## config.mk

```make
export PLATFORM = sky130hd
export DESIGN_NAME = lkpt_ctrl
export DESIGN_NICKNAME = d
export VERILOG_FILES = /design/src/rtl/lkpt_pkg.sv /design/src/rtl/lkpt_ctrl.sv
export VERILOG_INCLUDE_DIRS = /design/src /design/src/rtl
export SDC_FILE = /design/constraint.sdc
export NUM_CORES = 1
export LEC_CHECK = 0
export ABC_AREA = 1
export ABC_CLOCK_PERIOD_IN_PS = 1900
export BUFFER_PORTS_ARGS = -buffer_cell sky130_fd_sc_hd__buf_2
export CAP_MARGIN = 20
export CORE_AREA = 5 5 42 44
export CTS_CLUSTER_DIAMETER = 30
export DETAILED_ROUTE_END_ITERATION = 7
export DIE_AREA = 0 0 47 49
export GPL_TIMING_DRIVEN = 0
export SLEW_MARGIN = 20
export SYNTH_ARGS = -nofsm -noshare
export SYNTH_HDL_FRONTEND = slang
export SYNTH_SLANG_ARGS = --single-unit
```

## constraint.sdc

```tcl
create_clock -name clock -period 1.9 [get_ports clock]
set_input_delay 0.285 -clock clock [delete_from_list [all_inputs] [get_ports clock]]
set_output_delay 0.285 -clock clock [all_outputs]
set_load 0.03 [all_outputs]
```

## src/rtl/assert_macros.svh

```systemverilog
// Assertion helpers shared by the RTL modules.
`ifndef ASSERT_MACROS_SVH
`define ASSERT_MACROS_SVH

// Same-cycle implication, disabled while reset is high.
`define ASSERT_IMPLIES(label, clk, rst, ante, cons, msg) \
   label: assert property (@(posedge clk) disable iff (rst) (ante) |-> (cons)) \
      else $error(msg);

// Next-cycle implication, disabled while reset is high.
`define ASSERT_NEXT(label, clk, rst, ante, cons, msg) \
   label: assert property (@(posedge clk) disable iff (rst) (ante) |=> (cons)) \
      else $error(msg);

`endif

```

## src/rtl/lkpt_pkg.sv

```systemverilog
package lkpt_pkg;

   localparam int STAMP_W   = 32;
   localparam int LADDR_W   = 18;
   localparam int PHYS_W    = 16;
   localparam int OUTCOME_W = 2;
   localparam int VICTIM_W  = 6;

   localparam logic [STAMP_W-1:0] STAMP_MAX = 32'hFFFF_FFFE;

   localparam logic [OUTCOME_W-1:0] OUTCOME_HIT   = 2'd0;
   localparam logic [OUTCOME_W-1:0] OUTCOME_FILL  = 2'd1;
   localparam logic [OUTCOME_W-1:0] OUTCOME_EVICT = 2'd2;

   // Commands from the controller to the datapath
   typedef struct packed {
      logic clear_step;
      logic capture;
      logic resolve;
      logic scan_start;
      logic scan_step;
      logic evict;
      logic commit;
   } cmd_type;

   // Status from the datapath to the controller
   typedef struct packed {
      logic clear_last;
      logic hit;
      logic has_free;
      logic scan_done;
      logic out_free;
   } status_type;

endpackage

```

## src/rtl/lkpt_ctrl.sv

```systemverilog
`include "assert_macros.svh"

module lkpt_ctrl
   import lkpt_pkg::*;
(
   input  logic       clock,
   input  logic       reset,
   input  logic       req_valid,
   output logic       req_ready,
   input  status_type status,
   output cmd_type    cmd
);

   typedef enum logic [6:0] {
      ST_CLEAR  = 7'b0000001,
      ST_IDLE   = 7'b0000010,
      ST_READ   = 7'b0000100,
      ST_LOOK   = 7'b0001000,
      ST_SCAN   = 7'b0010000,
      ST_EVICT  = 7'b0100000,
      ST_UPDATE = 7'b1000000
   } state_type;

   state_type state_ff;
   state_type state_in;

   // Clear tables, then sequence items: lookup, optional victim scan, update
   always_comb begin
      state_in  = state_ff;
      cmd       = '0;
      req_ready = 1'b0;
      case (state_ff)
         ST_CLEAR: begin
            cmd.clear_step = 1'b1;
            if (status.clear_last) begin
               state_in = ST_IDLE;
            end
         end
         ST_IDLE: begin
            req_ready = 1'b1;
            if (req_valid) begin
               cmd.capture = 1'b1;
               state_in    = ST_READ;
            end
         end
         ST_READ: begin
            state_in = ST_LOOK;
         end
         ST_LOOK: begin
            cmd.resolve = 1'b1;
            if (status.hit || status.has_free) begin
               state_in = ST_UPDATE;
            end else begin
               cmd.scan_start = 1'b1;
               state_in       = ST_SCAN;
            end
         end
         ST_SCAN: begin
            cmd.scan_step = 1'b1;
            if (status.scan_done) begin
               state_in = ST_EVICT;
            end
         end
         ST_EVICT: begin
            cmd.evict = 1'b1;
            state_in  = ST_UPDATE;
         end
         ST_UPDATE: begin
            if (status.out_free) begin
               cmd.commit = 1'b1;
               state_in   = ST_IDLE;
            end
         end
         default: begin
            state_in = ST_CLEAR;
         end
      endcase
   end

   always_ff @(posedge clock) begin
      if (reset) begin
         state_ff <= ST_CLEAR;
      end else begin
         state_ff <= state_in;
      end
   end

   `ASSERT_NEXT(a_accept_to_read, clock, reset, req_valid && req_ready, state_ff == ST_READ, "accepted item did not start lookup")
   `ASSERT_IMPLIES(a_commit_slot_free, clock, reset, cmd.commit, status.out_free, "commit while result slot busy")

endmodule

```

* Word level (Yosys, flattened, before mapping)
Index checks and enable logic that the tools add are counted.
W data, S select, Z words.
** Storage, ports and cells
- Bits in registers :: 7
- Input port bits :: 8
- Output and inout port bits :: 8
- Word-level logic and storage cells :: 30
** Cells by class
- Eq/ne operators :: 11
- Mux-type cells :: 16
- Reductions and logical operators :: 2
** Operators with widths (count)
- $pmux W7 S7 :: 1
- $mux W7 :: 5
- $mux W1 :: 9
- $ne A2 B2 Y1 const B :: 4
- $eq A7 B1 Y1 const B :: 1
- $eq A7 B2 Y1 const B :: 1
- $eq A7 B3 Y1 const B :: 1
- $eq A7 B4 Y1 const B :: 1
- $eq A7 B5 Y1 const B :: 1
- $eq A7 B6 Y1 const B :: 1
- $eq A7 B7 Y1 const B :: 1
- $reduce_and A4 Y1 :: 1
- $mux W2 :: 1
- $logic_or A1 B1 Y1 :: 1

* Depth between registers and ports, before layout
- Depth in word-level cells :: 3
- Gate-level depth with buffers :: 8

* Worst setup path before layout
No wires, ideal clock.
- Path kind :: reg-to-output
- Start point :: register state_ff[5]
- End point :: output cmd[5] in the netlist's numbering
- Data arrival time :: 1.124 ns
- Setup slack :: 0.491 ns
- Cell stages (with the launch flop) :: 6
- Path through :: dfxtp_1 > inv_1 > nand2_2 > nor2_4 > nand2_1 > nor2_1
** RTL lines
- start, declared :: RTL line lkpt_ctrl.sv:24 : state_type state_ff;
- start signal, assigned :: RTL line lkpt_ctrl.sv:84 : state_ff <= state_in;
- end, declared :: RTL line lkpt_ctrl.sv:11 : output cmd_type cmd

==> run_results.csv <==
group,metric,value,unit
timing,whs,238,ps
route,drt-initial-drc-count,7,
floorplanning,die_height,49,um
placed_design,io_buffers,15,
worst_setup_path,timing.critical_path.slowest_cell_delay,290,ps
yosys,mean_post_synth_cell_area,6.44,um^2
floorplanning,design.die.area,0.00230,mm^2
route,drt-vias-per-instance,4.32,
status,run_status,"completed",
clocking,cts.path.max_buffers,2,
worst_setup_path,critical_path.startpoint,"state_ff[3]$_SDFFE_PP0P_",
timing,timing.clock.skew,4.43,ps
worst_setup_path,critPathLaunchType,"flop",
clocking,number_of_buffers_created_by_cts,3,
worst_setup_path,crit_path_end_kind,"primary output",
timing,maxClockFrequency,0.615,GHz
clocking,path_clk_slew,50,ps
worst_setup_path,crit_arrival,1340,ps
cells_and_area,drive_gt1_share,33.7,%
timing,slew_viol_final,0,
hold_path,timing.hold.worst.class,"input port to flop",
power,power.static_leakage,0.000387,uW
cells_and_area,top_registers,"state_ff: 7 flops",
floorplanning,std_cell_rows,14,
yosys,synth-async-reset-ratio,0,%
clocking,cts.repair.resized,0,
global_routing,grt_pass1_vias,382,
global_routing,grt_start_max_net_pins,7,
clocking,cts_tree,"done",
cells_and_area,antennaDiodeCount,0,
yosys,post-synth-top-count-cell,"sky130_fd_sc_hd__inv_1",
worst_setup_path,worst_r2r_startpoint,"state_ff[3]$_SDFFE_PP0P_",
yosys,ys_seq_elements,7,
global_routing,global_route.overflow_total,0,
worst_setup_path,worstPathCellList,"inv_1, nand2_2, nor2_4, nand4_1, inv_1, buf_2",
yosys,seq_area_frac_synth,28.6,%
hold_path,timing.hold.worst.start,"reset",
worst_setup_path,slowest_stage,"sky130_fd_sc_hd__dfxtp_1",
clocking,clock-sinks,7,
timing,setup-violations-final,0,
clocking,cts.htree.levels,1,
yosys,mapped_nets,84,
yosys,synthesis.instances,76,
cells_and_area,area_delta_synth_final,24.8,%
route,routed_wirelength,957,um
yosys,synth.top_cell.area_share,28.6,%
floorplanning,core_area,0.00140,mm^2
timing,unrepaired_setup_endpoints_after_global_routing,"false",
job,cap_violations,0,
global_routing,antenna_found_initial,0,
route,drt_pass_1_iters,3,
clocking,clk-insertion-delay-late,250,ps
worst_setup_path,critical_path_required,1620,ps
power,worst_ir_drop_vdd,0.570,mV
yosys,synth_edf_count,0,
floorplanning,chipWidth,47,um
yosys,post_synth_most_frequent_cells,"sky130_fd_sc_hd__inv_1 (20), sky130_fd_sc_hd__nand2_1 (12), sky130_fd_sc_hd__nor2_1 (10)",
yosys,synth_top_flop_cell,"sky130_fd_sc_hd__dfxtp_1",
timing,max_slew_margin,86.1,%
worst_setup_path,critPathKind,"flop to primary output",
cells_and_area,largest_register_ff_count,7,
yosys,yosys_warnings,0,
yosys,synth.top_cells.by_area,"sky130_fd_sc_hd__dfxtp_1 (29%), sky130_fd_sc_hd__inv_1 (15%), sky130_fd_sc_hd__nand2_1 (9.2%)",
global_routing,global_route_usage_sum,9.44,%
route,wire_per_inst,8.62,um
power,power_density,1120,mW/mm^2
floorplanning,io-pin-count,16,
placed_design,gpl.final_weighted_congestion,0.808,
floorplanning,start_util,34.9,%
route,drc,0,
timing,hold_viol,0,
route,dr_total_vias,480,
worst_setup_path,cp_max_fo,5,
clocking,clock-root-buffer,"sky130_fd_sc_hd__clkbuf_4",
power,totalPowerFinal,682,uW
cells_and_area,final.fill_count,149,
route,drtAntennaViolNets,0,
timing,setup_tns,0,ps
cells_and_area,largest-register,"state_ff",
clocking,cts-hold-fix-buffers,0,
yosys,yosys.cell_types.count,17,
yosys,yosysTopAreaCell,"sky130_fd_sc_hd__dfxtp_1",
timing,period_needed,1630,ps
global_routing,wire_length_of_the_first_global_routing_pass,1570,um
cells_and_area,final_net_count,104,
placed_design,hpwl,814,um
clocking,cts_setup_buffers,0,
worst_setup_path,crit_top_cell,"sky130_fd_sc_hd__inv_1",
yosys,synth.cell_area,489,um^2
timing,pin_slew_with_the_least_headroom_to_its_limit,207,ps
timing,layout_worst_path_cycle_share,85.6,%
==> area by class of cell <==
class / instances / area (um^2) / area share, %
inverter: 22 / 82.6 / 13.5
clock buffer: 4 / 26.3 / 4.30
sequential: 7 / 140 / 23.0
multi-input combinational: 47 / 267 / 43.6
timing repair buffer: 15 / 75.1 / 12.3
tap: 16 / 20.0 / 3.28
==> cells by family (layout without fill, tap and decap cells) <==
logic type	Yosys count	in the layout	share of synthesized area, %
flops	7	7	28.6
compound gates	5	5	5.63
simple gates	42	42	48.8
buf+inv	22	41	16.9
==> critical path: cells and delay by family (launching register included) <==
| kind | cells | cell delay (ps) |
|---|---|---|
| flops | 1 | 290 |
| simple gates | 3 | 420 |
| buf+inv | 3 | 370 |
==> metrics by stage <==
stage	instance area, um^2	std cells	util [%]	setup WS, ps
floorplan	489	76	-	491
global route	611	111	43.6	167
CTS	611	111	43.6	264
global placement	584	107	41.7	554
finish	611	111	43.6	274
detailed placement	584	107	41.7	546
==> layer usage <==
metal | wire, um | vias up | track usage [%]
met2 | 348 | 18 | 10.4
met4 | 41 | 0 | 8.29
met3 | 118 | 5 | 3.32
met1 | 449 | 186 | 13.4
li1 | - | 271 | -
met5 | 0 | - | 0
==> worst paths after layout <==
kind / endpoint / slack (ps) / cells past startpoint
hold reg to reg: state_ff[3]$_SDFFE_PP0P_ / 520 / 2
hold / removal: state_ff[3]$_SDFFE_PP0P_ / 240 / 2
setup reg to reg: state_ff[1]$_SDFFE_PP0P_ / 750 / 8
setup / recovery: cmd[1] / 270 / 6
==> cell usage in the layout, fill, tap and decap left out <==
cell,instances
sky130_fd_sc_hd__dfxtp_1,7
sky130_fd_sc_hd__nand2_1,12
sky130_fd_sc_hd__nor2_2,1
sky130_fd_sc_hd__o21ai_0,1
sky130_fd_sc_hd__o21bai_1,1
sky130_fd_sc_hd__nor3_1,2
sky130_fd_sc_hd__o21ai_1,2
sky130_fd_sc_hd__nor2_1,10
sky130_fd_sc_hd__inv_1,20
sky130_fd_sc_hd__nand2_2,4
sky130_fd_sc_hd__clkbuf_1,1
sky130_fd_sc_hd__inv_2,2
sky130_fd_sc_hd__buf_2,15
sky130_fd_sc_hd__nand3_1,3
sky130_fd_sc_hd__nand3_2,3
sky130_fd_sc_hd__nand4_1,3
sky130_fd_sc_hd__nand3_4,1
sky130_fd_sc_hd__nor2_4,3
sky130_fd_sc_hd__a21oi_1,1
sky130_fd_sc_hd__clkbuf_4,3
==> power by group <==
part | total (uW) | internal, uW | leakage (uW) | switching, uW
clock | 133 | 80.0 | 0.0000150 | 52.9
combinational | 359 | 116 | 0.000315 | 243
sequential | 190 | 176 | 0.0000570 | 14.0
total | 682 | 372 | 0.000387 | 310
Power figures use the tool's default switching activity.
